==> src/rtl/core/mks_pkg.sv <==
// Package for the matrix keypad scanner core: payload widths, scan modes,
// configuration register indexes, state and result structs and the key map.
// No dependencies.
package mks_pkg;

   localparam int unsigned BTN_W   = 7;
   localparam int unsigned COL_W   = 4;
   localparam int unsigned ROW_W   = 4;
   localparam int unsigned CODE_W  = 5;
   localparam int unsigned TICK_W  = 6;
   localparam int unsigned IDX_W   = 2;
   localparam int unsigned HELD_W  = 3;
   localparam int unsigned REQ_W   = 16;
   localparam int unsigned RSP_W   = 16;

   localparam logic [TICK_W-1:0] DEBOUNCE_RESET = 6'd25;
   localparam logic [TICK_W-1:0] RELEASE_RESET  = 6'd30;
   localparam logic [CODE_W-1:0] DIRECT_BASE    = 5'd16;
   localparam logic [HELD_W-1:0] HELD_NONE      = 3'd7;
   localparam logic [HELD_W-1:0] HELD_LAST      = 3'd6;
   localparam logic [COL_W-1:0]  COL_IDLE       = 4'hF;

   typedef enum logic [0:0] {
      CSR_DEBOUNCE = 1'b0,
      CSR_RELEASE  = 1'b1
   } csr_index_type;

   typedef enum logic [4:0] {
      MODE_IDLE    = 5'b00001,
      MODE_DDEB    = 5'b00010,
      MODE_DHELD   = 5'b00100,
      MODE_MDEB    = 5'b01000,
      MODE_RELWAIT = 5'b10000
   } mode_type;

   typedef struct packed {
      mode_type           mode;
      logic [IDX_W-1:0]   row;
      logic [TICK_W-1:0]  wait_cnt;
      logic               locked;
      logic [HELD_W-1:0]  held;
   } scan_state_type;

   typedef struct packed {
      logic [CODE_W-1:0]  key_id;
      logic               key_valid;
      logic [ROW_W-1:0]   row_drive;
   } result_type;

   function automatic logic [CODE_W-1:0] key_lookup(input logic [IDX_W-1:0] row,
                                                    input logic [IDX_W-1:0] col);
      logic [CODE_W-1:0] code;
      unique case ({row, col})
         4'h0: code = 5'd7;
         4'h1: code = 5'd8;
         4'h2: code = 5'd9;
         4'h3: code = 5'd13;
         4'h4: code = 5'd4;
         4'h5: code = 5'd5;
         4'h6: code = 5'd6;
         4'h7: code = 5'd12;
         4'h8: code = 5'd1;
         4'h9: code = 5'd2;
         4'hA: code = 5'd3;
         4'hB: code = 5'd11;
         4'hC: code = 5'd15;
         4'hD: code = 5'd0;
         4'hE: code = 5'd14;
         default: code = 5'd10;
      endcase
      return code;
   endfunction

endpackage

==> src/rtl/core/mks_step.sv <==
// One tick of the keypad scanner: next scan state and result from the
// current state, the tick's inputs and the wait lengths. Uses mks_pkg.
module mks_step import mks_pkg::*; (
   input  scan_state_type     state_cur,
   input  logic [BTN_W-1:0]   direct_buttons,
   input  logic [COL_W-1:0]   column_lines,
   input  logic [TICK_W-1:0]  debounce_ticks,
   input  logic [TICK_W-1:0]  release_ticks,
   output scan_state_type     state_nxt,
   output result_type         result
);

   logic [TICK_W-1:0] wait_inc;
   logic              debounce_done;
   logic              release_done;
   logic              held_pressed;
   logic              any_button;
   logic [HELD_W-1:0] first_button;
   logic              single_col;
   logic [IDX_W-1:0]  col_idx;
   logic [ROW_W-1:0]  row_mask;

   assign wait_inc      = state_cur.wait_cnt + TICK_W'(1);
   assign debounce_done = (wait_inc >= debounce_ticks);
   assign release_done  = (wait_inc >= release_ticks);
   assign held_pressed  = (state_cur.held != HELD_NONE) && !direct_buttons[state_cur.held];
   assign row_mask      = ROW_W'(1) << state_cur.row;

   always_comb begin
      any_button   = 1'b0;
      first_button = '0;
      for (int i = BTN_W - 1; i >= 0; i--) begin
         if (!direct_buttons[i]) begin
            any_button   = 1'b1;
            first_button = HELD_W'(i);
         end
      end
   end

   always_comb begin
      single_col = 1'b1;
      col_idx    = '0;
      unique case (column_lines)
         4'hE: col_idx = 2'd0;
         4'hD: col_idx = 2'd1;
         4'hB: col_idx = 2'd2;
         4'h7: col_idx = 2'd3;
         default: single_col = 1'b0;
      endcase
   end

   always_comb begin
      state_nxt        = state_cur;
      result.row_drive = state_cur.locked ? '0 : ~row_mask;
      result.key_valid = 1'b0;
      result.key_id    = '0;
      unique case (state_cur.mode)
         MODE_DDEB: begin
            state_nxt.wait_cnt = wait_inc;
            if (debounce_done) begin
               state_nxt.mode = held_pressed ? MODE_DHELD : MODE_IDLE;
            end
         end
         MODE_DHELD: begin
            if (!held_pressed) begin
               result.key_valid = 1'b1;
               result.key_id    = DIRECT_BASE + CODE_W'((state_cur.held != HELD_NONE) ?
                                                        state_cur.held : HELD_LAST);
               state_nxt.mode   = MODE_IDLE;
            end
         end
         MODE_MDEB: begin
            state_nxt.wait_cnt = wait_inc;
            if (debounce_done) begin
               state_nxt.mode = MODE_IDLE;
               if (single_col) begin
                  result.key_valid = 1'b1;
                  result.key_id    = key_lookup(state_cur.row, col_idx);
                  state_nxt.locked = 1'b1;
                  state_nxt.row    = '0;
               end else begin
                  state_nxt.row = state_cur.row + IDX_W'(1);
               end
            end
         end
         MODE_RELWAIT: begin
            state_nxt.wait_cnt = wait_inc;
            if (release_done) begin
               state_nxt.locked = 1'b0;
               state_nxt.row    = '0;
               state_nxt.mode   = MODE_IDLE;
            end
         end
         default: begin
            state_nxt.mode = MODE_IDLE;
            priority if (any_button) begin
               state_nxt.held     = first_button;
               state_nxt.wait_cnt = '0;
               state_nxt.mode     = MODE_DDEB;
            end else if (state_cur.locked) begin
               if (column_lines == COL_IDLE) begin
                  state_nxt.wait_cnt = '0;
                  state_nxt.mode     = MODE_RELWAIT;
               end
            end else if (column_lines != COL_IDLE) begin
               state_nxt.wait_cnt = '0;
               state_nxt.mode     = MODE_MDEB;
            end else begin
               state_nxt.row = state_cur.row + IDX_W'(1);
            end
         end
      endcase
   end

endmodule

==> src/rtl/core/matrix_keypad_scanner_core.sv <==
// Keypad scanner top level: stream ports, wait length registers, scan state
// and result register. Uses mks_pkg and mks_step.
//
// Each request transaction is one scan tick and yields exactly one response
// transaction. A tick is taken in every clock cycle while the response
// register is empty or being drained, so the core sustains one tick per
// cycle; each response is held in the response register. The row_drive
// in a response is the drive that applied during that tick, so column_lines
// of a request must be read back under the row_drive that its own response
// reports. Direct buttons are served first (lowest index wins), debounced and
// reported on release; a debounced single-column matrix hit is reported at
// once and locks the matrix until release_ticks after all columns read high.
module matrix_keypad_scanner_core import mks_pkg::*; (
   input  logic              clock,
   input  logic              reset,
   input  logic              req_tvalid,
   output logic              req_tready,
   input  logic [REQ_W-1:0]  req_tdata,   // [6:0] direct_buttons, [10:7] column_lines
   output logic              rsp_tvalid,
   input  logic              rsp_tready,
   output logic [RSP_W-1:0]  rsp_tdata,   // [3:0] row_drive, [4] key_valid, [9:5] key_id
   input  logic              csr_we,
   input  csr_index_type     csr_index,
   input  logic [TICK_W-1:0] csr_wdata
);

   scan_state_type    state_ff, state_in, state_step;
   result_type        result_ff, result_in;
   logic              rsp_valid_ff, rsp_valid_in;
   logic [TICK_W-1:0] debounce_ff, debounce_in;
   logic [TICK_W-1:0] release_ff, release_in;
   logic              req_accept;

   assign req_tready = !rsp_valid_ff || rsp_tready;
   assign req_accept = req_tvalid && req_tready;

   mks_step u_step (
      .state_cur      (state_ff),
      .direct_buttons (req_tdata[BTN_W-1:0]),
      .column_lines   (req_tdata[BTN_W+COL_W-1:BTN_W]),
      .debounce_ticks (debounce_ff),
      .release_ticks  (release_ff),
      .state_nxt      (state_step),
      .result         (result_in)
   );

   always_comb begin
      state_in     = req_accept ? state_step : state_ff;
      rsp_valid_in = req_accept || (rsp_valid_ff && !rsp_tready);
      debounce_in  = debounce_ff;
      release_in   = release_ff;
      if (csr_we) begin
         unique case (csr_index)
            CSR_DEBOUNCE: debounce_in = csr_wdata;
            CSR_RELEASE:  release_in  = csr_wdata;
            default:      debounce_in = debounce_ff;
         endcase
      end
   end

   always_ff @(posedge clock) begin
      if (reset) begin
         state_ff.mode     <= MODE_IDLE;
         state_ff.row      <= '0;
         state_ff.wait_cnt <= '0;
         state_ff.locked   <= 1'b0;
         state_ff.held     <= '0;
         rsp_valid_ff      <= 1'b0;
         debounce_ff       <= DEBOUNCE_RESET;
         release_ff        <= RELEASE_RESET;
      end else begin
         state_ff     <= state_in;
         rsp_valid_ff <= rsp_valid_in;
         debounce_ff  <= debounce_in;
         release_ff   <= release_in;
      end
   end

   always_ff @(posedge clock) begin
      if (req_accept) begin
         result_ff <= result_in;
      end
   end

   assign rsp_tvalid = rsp_valid_ff;
   assign rsp_tdata  = {(RSP_W - CODE_W - 1 - ROW_W)'(0), result_ff};

   a_locked_drive: assert property (@(posedge clock) disable iff (reset)
      (req_accept && state_ff.locked) |=> (result_ff.row_drive == '0))
      else $error("locked tick did not drive all rows");

   a_single_row: assert property (@(posedge clock) disable iff (reset)
      (rsp_valid_ff && result_ff.row_drive != '0) |-> ($countones(result_ff.row_drive) == 3))
      else $error("unlocked tick drove other than one row");

   a_lock_on_key: assert property (@(posedge clock) disable iff (reset)
      $rose(state_ff.locked) |-> (rsp_valid_ff && result_ff.key_valid
                                  && result_ff.key_id < DIRECT_BASE))
      else $error("matrix locked without a matrix key report");

   a_idle_code: assert property (@(posedge clock) disable iff (reset)
      (rsp_valid_ff && !result_ff.key_valid) |-> (result_ff.key_id == '0))
      else $error("key code set without a key event");

   a_code_range: assert property (@(posedge clock) disable iff (reset)
      (rsp_valid_ff && result_ff.key_valid) |-> (result_ff.key_id <= 5'd22))
      else $error("key code out of range");

endmodule

==> config.mk <==
export PLATFORM = sky130hd
export DESIGN_NAME = matrix_keypad_scanner_core
export DESIGN_NICKNAME = d
export VERILOG_FILES = /design/src/rtl/core/mks_pkg.sv /design/src/rtl/core/mks_step.sv /design/src/rtl/core/matrix_keypad_scanner_core.sv
export SDC_FILE = /design/constraint.sdc
export NUM_CORES = 1
export LEC_CHECK = 0
export BUFFER_PORTS_ARGS = -buffer_cell sky130_fd_sc_hd__buf_2
export CAP_MARGIN = 20
export CELL_PAD_IN_SITES_DETAIL_PLACEMENT = 1
export CELL_PAD_IN_SITES_GLOBAL_PLACEMENT = 2
export CORE_ASPECT_RATIO = 0.6
export CORE_MARGIN = 3
export CORE_UTILIZATION = 34
export DETAILED_ROUTE_END_ITERATION = 10
export PLACE_DENSITY = 0.83
export SLEW_MARGIN = 20
export SYNTH_ARGS = -nofsm -noshare
export SYNTH_HDL_FRONTEND = slang
export SYNTH_SLANG_ARGS = --single-unit
export TNS_END_PERCENT = 50
==> constraint.sdc <==
create_clock -name clock -period 3.3 [get_ports clock]
set_input_delay 0.66 -clock clock [delete_from_list [all_inputs] [get_ports clock]]
set_output_delay 0.66 -clock clock [all_outputs]
set_load 0.02 [all_outputs]
Yosys cells after proc, flatten, opt, wreduce, memory -nomap -nowiden --
Memory sizes are Yosys's and may differ from the RTL's. Cells that the tools add are included.
Cells by class: add/sub/neg operators 3, magnitude comparators 3, equal/unequal tests 20, shifts and indexed selects 1, multiplexer cells 47, bitwise operators 5, reductions and logical operators 21
Operator list (number):
- $mux 6 | 7
- $mux 3 | 9
- $mux 5 | 5
- $pmux 6 s2 | 2
- $pmux 5 s4 | 1
- $eq 4x4->1 const B | 4
- $mux 7 | 2
- $ge 6x6->1 | 2
- $mux 1 | 12
- $pmux 2 s3 | 2
- $reduce_and 5->1 | 2
- $ne 3x3->1 const B | 3
- $mux 2 | 4
- $ne 2x1->1 const B | 4
- $reduce_or 4->1 | 2
- $reduce_and 7->1 | 1
- $add 6x1->6 const B | 1
- $add 5x5->5 const A | 1
- $eq 5x2->1 const B | 1
- $eq 5x3->1 const B | 1
- $eq 5x4->1 const B | 1
- $eq 5x5->1 const B | 1
- $eq 4x3->1 const B | 1
- $lt 3x4->1 const B | 1
- other kinds (21) | 30
Word-level totals: register bits 40, bits in read-only memories 64, output and inout bits 18, memories kept 1
Memories:
- (name not given) | words 16, bits a word 4, rd ports 1, clocked after memory_dff 0, write ports 0, line mks_pkg.sv:53 | unique case ({row, col})

Logic depth before layout (Yosys ltp) --
Gate-level depths: netlist of the first run.
depth in word-level cells 9, gate-level depth with buffers 10

Cells and area by module --
From an unflattened synthesis of the first run, not the netlist that was laid out.
Second synthesis, totals: cell total of the unflattened synthesis 329, area total of the unflattened synthesis 2947.8 sq um
By module, submodules not included:
- matrix_keypad_scanner_core | instances 1, cells each 148, area each 1620.3 sq um, sequential area each 900.9 sq um
- mks_step | instances 1, cells each 181, area each 1327.5 sq um, sequential area each 0.0 sq um

Worst setup path before layout of the first run --
No wires, ideal clock.
kind reg2reg, start reg state_ff[4] (netlist name), end reg state_ff[14] (netlist name), setup time 0.128 ns, data arrival time 2.240 ns, required time 3.172 ns, path slack 0.933 ns, stages on the path, launching flop included 11, buffers on the path 0, period minus slack after synthesis 2.367 ns, cell sequence dfxtp_1 -> and3_1 -> nand3_1 -> xnor2_1 -> ha_1 -> nand2_1 -> o21ai_0 -> a221oi_2 -> nor4_4 -> mux2i_1 -> nor2_1
On the way: longest elaborated chain between the ends 4, elaborated cells on any way between the ends 7, those cells by class 1 x add/sub; 2 x order compare; 3 x eq/ne; 1 x reduce/logical
RTL lines:
- from (decl) | line matrix_keypad_scanner_core.sv:27 | scan_state_type state_ff, state_in, state_step;
- from (signal assigned) | line matrix_keypad_scanner_core.sv:72 | state_ff <= state_in;
- $add 6x1->6 * | line mks_step.sv:23 | assign wait_inc = state_cur.wait_cnt + TICK_W'(1);
- $ge 6x6->1 (on tied branches) | line mks_step.sv:25, mks_step.sv:24
- $ne 2x1->1 (no line)
- $reduce_and 5->1 (no line) *
Mark *: on every way between the ends. The rest lies on a longest branch, timed or not. A chain may end at the register's enable or synchronous reset.

Worst setup path in the final report of the first run --
Ends and elaborated chain as after synthesis.

==> flow_summary.ini, run 1 <==
[power_and_ir_drop]
comb_power_share_pct = 13.3
p_per_area_nw_per_um2 = 399
vdd_ir_drop_max_mv = 0.176
p_sw_share_pct = 25.5
p_sw_mw = 0.311
clockPowerShare_pct = 42.7
power.total_mw = 1.22
p_leak_nw = 1.36
power_frac_seq_pct = 43.9
intPower_mw = 0.907

[timing]
drv_slew = 0
tns_ns = 0
fmaxAchievable_mhz = 345
finalCritPeriodShare_pct = 87.9
timing.slew.headroom_pct = 55.5
worst_hold_slack_ns = 0.455
setup_violations = 0
hold_viol = 0
timing.final.crit_period_ns = 2.90
tightest_slew_ns = 0.667
clock_skew_ns = 0.00396
rsz0062_at_grt = no

[detailed_routing]
detail-route-antenna-nets = 0
first_pass_iters = 4
vias = 2224
wl_per_cell_um = 15.8
detail_route.iter0.violations = 86
drc = 0
wirelength_um = 6870
viasPerCell = 5.10

[layout]
layout-drive-gt1-share_pct = 17.8
fin_util_pct = 40.7
diodes = 0
nets = 384
area_growth_pct = 12.0

[floorplanning]
core_um2 = 7510
die_area_um2 = 9160
std_cell_rows = 24
die_width_um = 122
initial_core_util_pct = 36.3
pin_count = 46
die_y_um = 75.3

[setup_path]
cp_slowest_cell = nor4_4
cp_max_fo = 5
crit_arrival_ns = 3.05
start_kind = flip-flop
crit_type = reg -> reg
end_kind = flip-flop
crit_required_ns = 3.45
worstPathCellList = and3_1 > nand3_1 > xnor2_1 > ha_1 > nand2_1 > o21ai_0 > a221oi_2 > nor4_4 > mux2i_1 > nor2_1
slowest_delay_ns = 0.46

[cts]
cts_sinks = 40
cts-root-buf = clkbuf_16
numCtsBuffers = 5
path_clk_slew_ns = 0.06
cts_setup_buffers = 0
max-clock-path-buffers = 2
insertion_delay_ns = 0.29
h-tree-depth = 2
cts_tree = done
post_cts_resize_count = 0
cts_hold_buf = 0

[status]
outcome = finished, final reports clean

[synth]
synthMuxAreaShare_pct = 5.01
ys_seq_area_share_pct = 33.1
syn_area_per_cell_um2 = 8.99
syn-instance-count = 303
synthXorXnorAreaFrac_pct = 3.77
synth_top_family_by_area = simple AND/OR/NAND/NOR gates
ys_seq_elements = 40
synth_edf_count = 10
yosys_most_used_dff = dfxtp_1
async_flop_share_pct = 0
ys_warn_count = 0
synthSimpleGateAreaFrac_pct = 22.6
syn_area_um2 = 2720
synthAdderAreaFrac_pct = 11.5
synth_compound_area_share_pct = 15.3
synthDistinctLibCells = 59

[global_route]
grt_start_max_net_pins = 35
antenna_found_initial = 0
overflow = 0
grt_pass1_vias = 2286
grt_pass1_wl_um = 11700
grt_usage_pct = 16.5

[flow_run]
maxCapViolations = 0

[placement]
portBuffers = 34
place_congestion = 0.790
post-dp-hpwl_um = 5380

[worst_hold_path]
hp-class = reg -> reg
worst paths after layout:
kind / start / endpoint / slack (ns) / cells after the start
max: state_ff[4] / state_ff[14] / 0.40 / 10
min reg2reg: debounce_ff[1] / debounce_ff[1] / 0.45 / 2
max reg2reg: state_ff[4] / state_ff[14] / 0.40 / 10
min: debounce_ff[1] / debounce_ff[1] / 0.45 / 2
per-layer routing:
| layer | track usage (%) | part of all wire (%) | vias up |
|---|---|---|---|
| li1 | - | - | 1116 |
| met1 | 24.7 | 56 | 1062 |
| met2 | 24.2 | 40 | 40 |
| met3 | 3.56 | 3.3 | 6 |
| met4 | 4.10 | 0.89 | 0 |
| met5 | 0 | 0 | - |
critical path, delay by kind of cell, from the launching register on:
family | cells | cell delay (ns)
and+or+nand+nor | 5 | 1.00
AOI/OAI and AO/OA | 2 | 0.52
DFF | 1 | 0.44
xor gates and xnor gates | 1 | 0.35
muxes | 1 | 0.24
adders and majority gates | 1 | 0.20
per-stage QoR:
step / area, µm² / instances / setup slack, ns
2_1_floorplan: 2740 / 308 / 0.933
3_3_place_gp: 2890 / 428 / 0.559
3_5_place_dp: 2890 / 428 / 0.451
4_1_cts: 3050 / 436 / 0.417
5_1_grt: 3050 / 436 / 0.128
6_report: 3050 / 436 / 0.400
area by class of cell:
class / instances / area (µm²)
Inverter: 22 / 82.6
Multi-Input combinational cell: 228 / 1610
Timing Repair Buffer: 34 / 170
Sequential cell: 40 / 901
Clock buffer: 7 / 154
Clock inverter: 1 / 5.00
Tap cell: 104 / 130
Fill cell: 932 / 4460
power by group through the flow:
stage	Clock [mW]	Combinational (mW)	Sequential, mW
2_1_floorplan	0	0.121	0.545
3_3_place_gp	0	0.158	0.545
3_5_place_dp	0	0.162	0.545
4_1_cts	0.538	0.163	0.535
5_1_grt	0.554	0.183	0.537
6_report	0.520	0.162	0.535
registers in the layout, summed over array words and instances, names as in the netlist:
| register | count |
|---|---|
| state_ff | 17 |
| rsp_tdata | 10 |
| debounce_ff | 6 |
| release_ff | 6 |
| rsp_tvalid | 1 |
synthesized netlist by cell type, drive strengths merged (6+ instances only):
cell    number  area share (%)
xor2         6             2.2
nand3       11             2.0
a21o         6             1.7
ha          25              11
buf         14             5.0
nand2       32             4.5
and3        10             2.5
edfxtp      10              11
nand2b       6             1.4
inv         22             3.0
o21ai       10             2.0
nor3         7             1.5
a21oi       20             3.8
mux2i        8             2.9
dfxtp       30              22
a211o        6             1.9
nor2        27             3.8
logic make-up after synthesis:
kind of cell             Yosys count
other                              1
adder cells (fa/ha/maj)           25
AO/OA/AOI/OAI                     62
buffers and inverters             40
XOR/XNOR                          10
multiplexers                      12
AND/OR/NAND/NOR                  113
flip-flops                        40
cell usage in the layout, fill, tap and decap left out, types with 4 or more instances in the layout:
cell type	netlist	routed
buf_2	0	34
nor2_1	26	26
a211o_1	6	6
nand3_1	11	11
edfxtp_1	10	10
mux2i_1	8	8
nand2_1	31	31
a31oi_1	4	4
nor3_1	6	6
a21o_1	6	6
o21ai_0	6	6
nand2b_1	6	6
dfxtp_1	30	30
and3_1	9	9
ha_1	25	25
a21oi_1	19	19
conb_1	1	6
xor2_1	5	5
clkbuf_16	0	6
nand3b_1	4	4
inv_1	21	21
Note: power is estimated with default switching activity, not from simulation.
==> run 2: changes to the inputs <==
CORE_UTILIZATION = 35   (was 34)
PLACE_DENSITY = 0.84   (was 0.83)
SYNTH_HIERARCHICAL = 1   (was not set)
==> flow_summary.ini, run 2 <==
[status]
outcome = finished, final reports clean

[flow_run]
maxCapViolations = 0

[synth]
syn_area_um2 = 2950
netlist.top_cell.by_area = dfxtp_1
yosys-top-cells-count = 30 x dfxtp_1, 26 x nand2_1, 25 x ha_1, 25 x nand3_1, 23 x inv_1
syn-instance-count = 329
synthAdderAreaFrac_pct = 10.6
synth.most_common_cell = dfxtp_1
synthDistinctLibCells = 66
ys_seq_area_share_pct = 30.6
synthMuxAreaShare_pct = 3.40
synthXorXnorAreaFrac_pct = 2.67
synthSimpleGateAreaFrac_pct = 18.3
ys_seq_elements = 40
async_flop_share_pct = 0
ys_warn_count = 6
yosys_most_used_dff = dfxtp_1
synth_compound_area_share_pct = 26.2
yosys.area.top_type_share_pct = 20.4
synthTopCellsByArea = dfxtp_1 20%, ha_1 11%, edfxtp_1 10%
synth_edf_count = 10
syn_area_per_cell_um2 = 8.96
synth_top_family_by_area = compound AO/OA/AOI/OAI gates

[timing]
fmaxAchievable_mhz = 341
hold_viol = 0
tns_ns = 0
timing.final.crit_period_ns = 2.93
rsz0062_at_grt = no
clock_skew_ns = 0.00953
drv_slew = 0
setup_violations = 0
timing.slew.headroom_pct = 50.6
finalCritPeriodShare_pct = 88.9
tightest_slew_ns = 0.741

[power_and_ir_drop]
comb_power_share_pct = 13.0
vdd_ir_drop_max_mv = 0.216
power.total_mw = 1.23
p_sw_mw = 0.329
clockPowerShare_pct = 44.0
p_sw_share_pct = 26.6
intPower_mw = 0.905
p_leak_nw = 1.39
power_frac_seq_pct = 43.0
p_per_area_nw_per_um2 = 374

[layout]
nets = 406
regMostFlops = state_ff
fin_util_pct = 41.0
fin_cells = 462
diodes = 0
layout_commonest_cell = buf_2
area_growth_pct = 11.9
layout-drive-gt1-share_pct = 20.9
fin_area_um2 = 3300
final_cell_mix = 34 x buf_2, 30 x dfxtp_1, 26 x nand2_1
nFillCells = 952
largest_reg_flops = 17

[setup_path]
end_kind = flip-flop
crit_top_cell = ha_1
timing.rr.start = state_ff[4]
r2r_end = state_ff[10]
crit_type = reg -> reg
cp_slowest_cell = a221oi_2
worstPathCellList = ha_1 > xor2_1 > ha_1 > a21oi_1 > o21ai_1 > a221oi_2 > o22ai_2 > a211oi_2 > nand3_1 > a21oi_2
slowest_delay_ns = 0.53
crit_required_ns = 3.51
ff2ff_setup_slack_ns = 0.37
ff2ff_path_depth = 10
cp_max_fo = 6
start_kind = flip-flop
crit_arrival_ns = 3.14

[global_route]
overflow = 0
grt_usage_pct = 15.5
grt_pass1_wl_um = 12300
grt_start_max_net_pins = 36
grt_pass1_vias = 2346
antenna_found_initial = 0

[floorplanning]
die_area_um2 = 9600
die_y_um = 77.1
core_um2 = 8040
die_width_um = 124
pin_count = 46
std_cell_rows = 25
initial_core_util_pct = 36.7

[detailed_routing]
wl_per_cell_um = 16.4
detail_route.iter0.violations = 144
wirelength_um = 7550
viasPerCell = 5.41
first_pass_iters = 4
detail-route-antenna-nets = 0
drc = 0
vias = 2500

[cts]
cts-root-buf = clkbuf_16
cts_setup_buffers = 0
post_cts_resize_count = 0
insertion_delay_ns = 0.29
cts_hold_buf = 0
cts_tree = done
cts_sinks = 40
numCtsBuffers = 5
max-clock-path-buffers = 2
path_clk_slew_ns = 0.07
h-tree-depth = 2

[placement]
place_congestion = 0.778
portBuffers = 34
dp_cells = 454
place_area_um2 = 3130
post-dp-hpwl_um = 5400

[worst_hold_path]
hp-class = reg -> reg
whs_path_depth = 2
hold_end = debounce_ff[5]
worstHoldStart = debounce_ff[5]
==> run 2: worst max-delay path by stage <==
| stage | slack [ns] | to | start |
|---|---|---|---|
| global placement | 0.51 | state_ff[10] | state_ff[4] |
| CTS | 0.38 | state_ff[11] | state_ff[4] |
| global route | 0.07 | state_ff[10] | state_ff[4] |
| detailed placement | 0.44 | state_ff[10] | state_ff[4] |
| floorplan | 0.88 | state_ff[10] | state_ff[4] |
| finish | 0.37 | state_ff[10] | state_ff[4] |
==> run 2: kinds of logic after synthesis <==
| group | after synthesis |
|---|---|
| AND/OR/NAND/NOR | 102 |
| AO/OA/AOI/OAI | 97 |
| buffers and inverters | 47 |
| flip-flops | 40 |
| adder cells (fa/ha/maj) | 25 |
| XOR/XNOR | 9 |
| multiplexers | 8 |
| other | 1 |
==> run 2: worst max-delay path, delay by kind of cell (launching register included) <==
kind / cells / cell delay [ns]
DFF: 1 / 0.47
adders and majority gates: 2 / 0.56
and+or+nand+nor: 1 / 0.10
AOI/OAI and AO/OA: 6 / 1.41
xor gates and xnor gates: 1 / 0.32
==> run 2: power groups by stage <==
| stage | combinational (mW) | clock, mW | sequential (mW) |
|---|---|---|---|
| finish | 0.160 | 0.543 | 0.531 |
| global route | 0.178 | 0.581 | 0.534 |
| CTS | 0.160 | 0.550 | 0.531 |
| detailed placement | 0.159 | 0 | 0.542 |
| global placement | 0.153 | 0 | 0.541 |
| floorplan | 0.114 | 0 | 0.545 |
==> run 2: routing by layer <==
layer / share of wire (%) / vias to the layer above / wire length, µm / global-route usage [%]
met5: 0 / - / 0 / 0
met4: 0.42 / 0 / 32 / 2.63
met3: 5.1 / 4 / 383 / 3.06
met2: 42 / 58 / 3180 / 23.0
met1: 52 / 1217 / 3960 / 23.5
li1: - / 1221 / - / -
==> run 2: per-stage QoR <==
step	worst slack, ns	hold WS [ns]
global placement	0.508	0.449
global route	0.0653	0.481
CTS	0.384	0.463
detailed placement	0.443	0.453
floorplan	0.876	0.435
finish	0.367	0.459
==> run 2: layout make-up <==
cell class                      instances  area, µm²  area share, %
Tap cell                              108        135           4.10
Timing Repair Buffer                   36        185           5.61
Inverter                               23       86.3           2.62
Clock buffer                            6        150           4.55
Clock inverter                          2       15.0          0.455
Multi-Input combinational cell        247       1830           55.3
Sequential cell                        40        901           27.3
==> run 3: changes to the inputs <==
RECOVER_POWER = 50   (was not set)
==> flow_summary.ini, run 3 (synthesis gave the netlist of run 2 again) <==
[global_route]
antenna_found_initial = 0
grt_pass1_wl_um = 12300
grt_usage_pct = 15.5
grt_start_max_net_pins = 36
grt_pass1_vias = 2346
overflow = 0

[floorplanning]
pin_count = 46
die_y_um = 77.1
core_um2 = 8040
die_area_um2 = 9600
die_width_um = 124
std_cell_rows = 25
initial_core_util_pct = 36.7

[cts]
h-tree-depth = 2
cts_sinks = 40
post_cts_resize_count = 0
cts_hold_buf = 0
insertion_delay_ns = 0.29
max-clock-path-buffers = 2
cts-root-buf = clkbuf_16
path_clk_slew_ns = 0.07
cts_tree = done
cts_setup_buffers = 0
numCtsBuffers = 5

[layout]
seq_area_um2 = 901
multi_input_area_um2 = 1830
final_cell_mix = 30 x dfxtp_1, 26 x nand2_1, 25 x nand3_1, 25 x ha_1, 23 x inv_1
largest_reg_flops = 17
regMostFlops = state_ff
nFillCells = 958
layout_commonest_cell = dfxtp_1
area_growth_pct = 11.4
fin_area_um2 = 3280
fin_cells = 462
diodes = 0
nets = 406
layout-drive-gt1-share_pct = 17.5

[timing]
timing.final.crit_period_ns = 2.91
tns_ns = 0
drv_slew = 32
tightest_slew_ns = 1.76
hold_viol = 0
worst_hold_slack_ns = 0.459
setup_violations = 0
clock_skew_ns = 0.0102
timing.slew.headroom_pct = -17.4
finalCritPeriodShare_pct = 88.3
fmaxAchievable_mhz = 343
rsz0062_at_grt = no

[worst_hold_path]
hp-class = reg -> reg

[detailed_routing]
drc = 0
detail-route-antenna-nets = 0
route.met2.wl_um = 3150
wirelength_um = 7580
vias = 2480
wl_met3_um = 386
detail_route.iter0.violations = 150
top_layer_used = met4
wl_met1_um = 4010
first_pass_iters = 4
wl_per_cell_um = 16.4
viasPerCell = 5.37

[placement]
place_congestion = 0.778
dp_cells = 454
post-dp-hpwl_um = 5400
portBuffers = 34
place_area_um2 = 3130

[status]
outcome = finished with violations
violations = max-capacitance violations, max-slew violations

[setup_path]
crit_type = reg -> reg
start_kind = flip-flop
cp_max_fo = 6
crit_top_cell = ha_1
slowest_delay_ns = 0.52
crit_arrival_ns = 3.11
crit_required_ns = 3.50
worstPathCellList = ha_1 > xor2_1 > ha_1 > a21oi_1 > o21ai_1 > a221oi_2 > o22ai_2 > a211oi_2 > nand3_1 > a21oi_2
cp_slowest_cell = a221oi_2
ff2ff_setup_slack_ns = 0.39
end_kind = flip-flop

[power_and_ir_drop]
clockPowerShare_pct = 44.1
power_frac_seq_pct = 43.0
vdd_ir_drop_max_mv = 0.217
intPower_mw = 0.904
power.total_mw = 1.24
p_leak_nw = 1.36
p_sw_mw = 0.331
p_sw_share_pct = 26.8
p_per_area_nw_per_um2 = 376
comb_power_share_pct = 12.8

[flow_run]
maxCapViolations = 1
==> run 3: cell count changes in the layout (fill, tap and decap cells not counted) <==
cell,before,now
and2_0,0,1
and2_1,2,1
buf_2,34,22
clkbuf_1,0,12
==> run 3: routing by layer <==
metal  track usage [%]  vias to the layer above
li1                  -                     1218
met1              23.5                     1203
met2              23.0                       55
met3              3.06                        4
met4              2.63                        0
met5                 0                        -
==> run 3: final cells by class <==
| type | count | area share (%) |
|---|---|---|
| multi-input cells | 247 | 55.6 |
| flip-flops and latches | 40 | 27.4 |
| repair buffers | 36 | 5.18 |
| clock buffers | 6 | 4.57 |
| well taps | 108 | 4.12 |
| inverters | 23 | 2.63 |
| clock inverters | 2 | 0.457 |
==> run 3: final timing paths <==
| kind | from | cells past startpoint | end |
|---|---|---|---|
| worst max-delay path | state_ff[4] | 10 | state_ff[10] |
| worst min-delay path | debounce_ff[5] | 2 | debounce_ff[5] |
| worst max register to register | state_ff[4] | 10 | state_ff[10] |
| worst min register to register | debounce_ff[5] | 2 | debounce_ff[5] |
==> run 3: worst max-delay path: cells and delay by family, from the launching register on <==
| family | cells | cell delay [ns] |
|---|---|---|
| AOI/OAI and AO/OA | 6 | 1.38 |
| and+or+nand+nor | 1 | 0.10 |
| DFF | 1 | 0.47 |
| xor gates and xnor gates | 1 | 0.31 |
| adders and majority gates | 2 | 0.56 |
==> run 3: power groups by stage <==
| stage | combinational [mW] | clock [mW] | sequential (mW) |
|---|---|---|---|
| 4_1_cts | 0.160 | 0.550 | 0.531 |
| 5_1_grt | 0.177 | 0.581 | 0.534 |
| 2_1_floorplan | 0.114 | 0 | 0.545 |
| 6_report | 0.159 | 0.545 | 0.531 |
| 3_5_place_dp | 0.159 | 0 | 0.542 |
| 3_3_place_gp | 0.153 | 0 | 0.541 |
==> run 3: through the flow <==
stage          util (%)  worst slack, ns
2_1_floorplan         -            0.876
3_5_place_dp       39.0            0.443
6_report           40.8            0.385
4_1_cts            41.0            0.384
5_1_grt            40.8           0.0480
3_3_place_gp       39.0            0.508
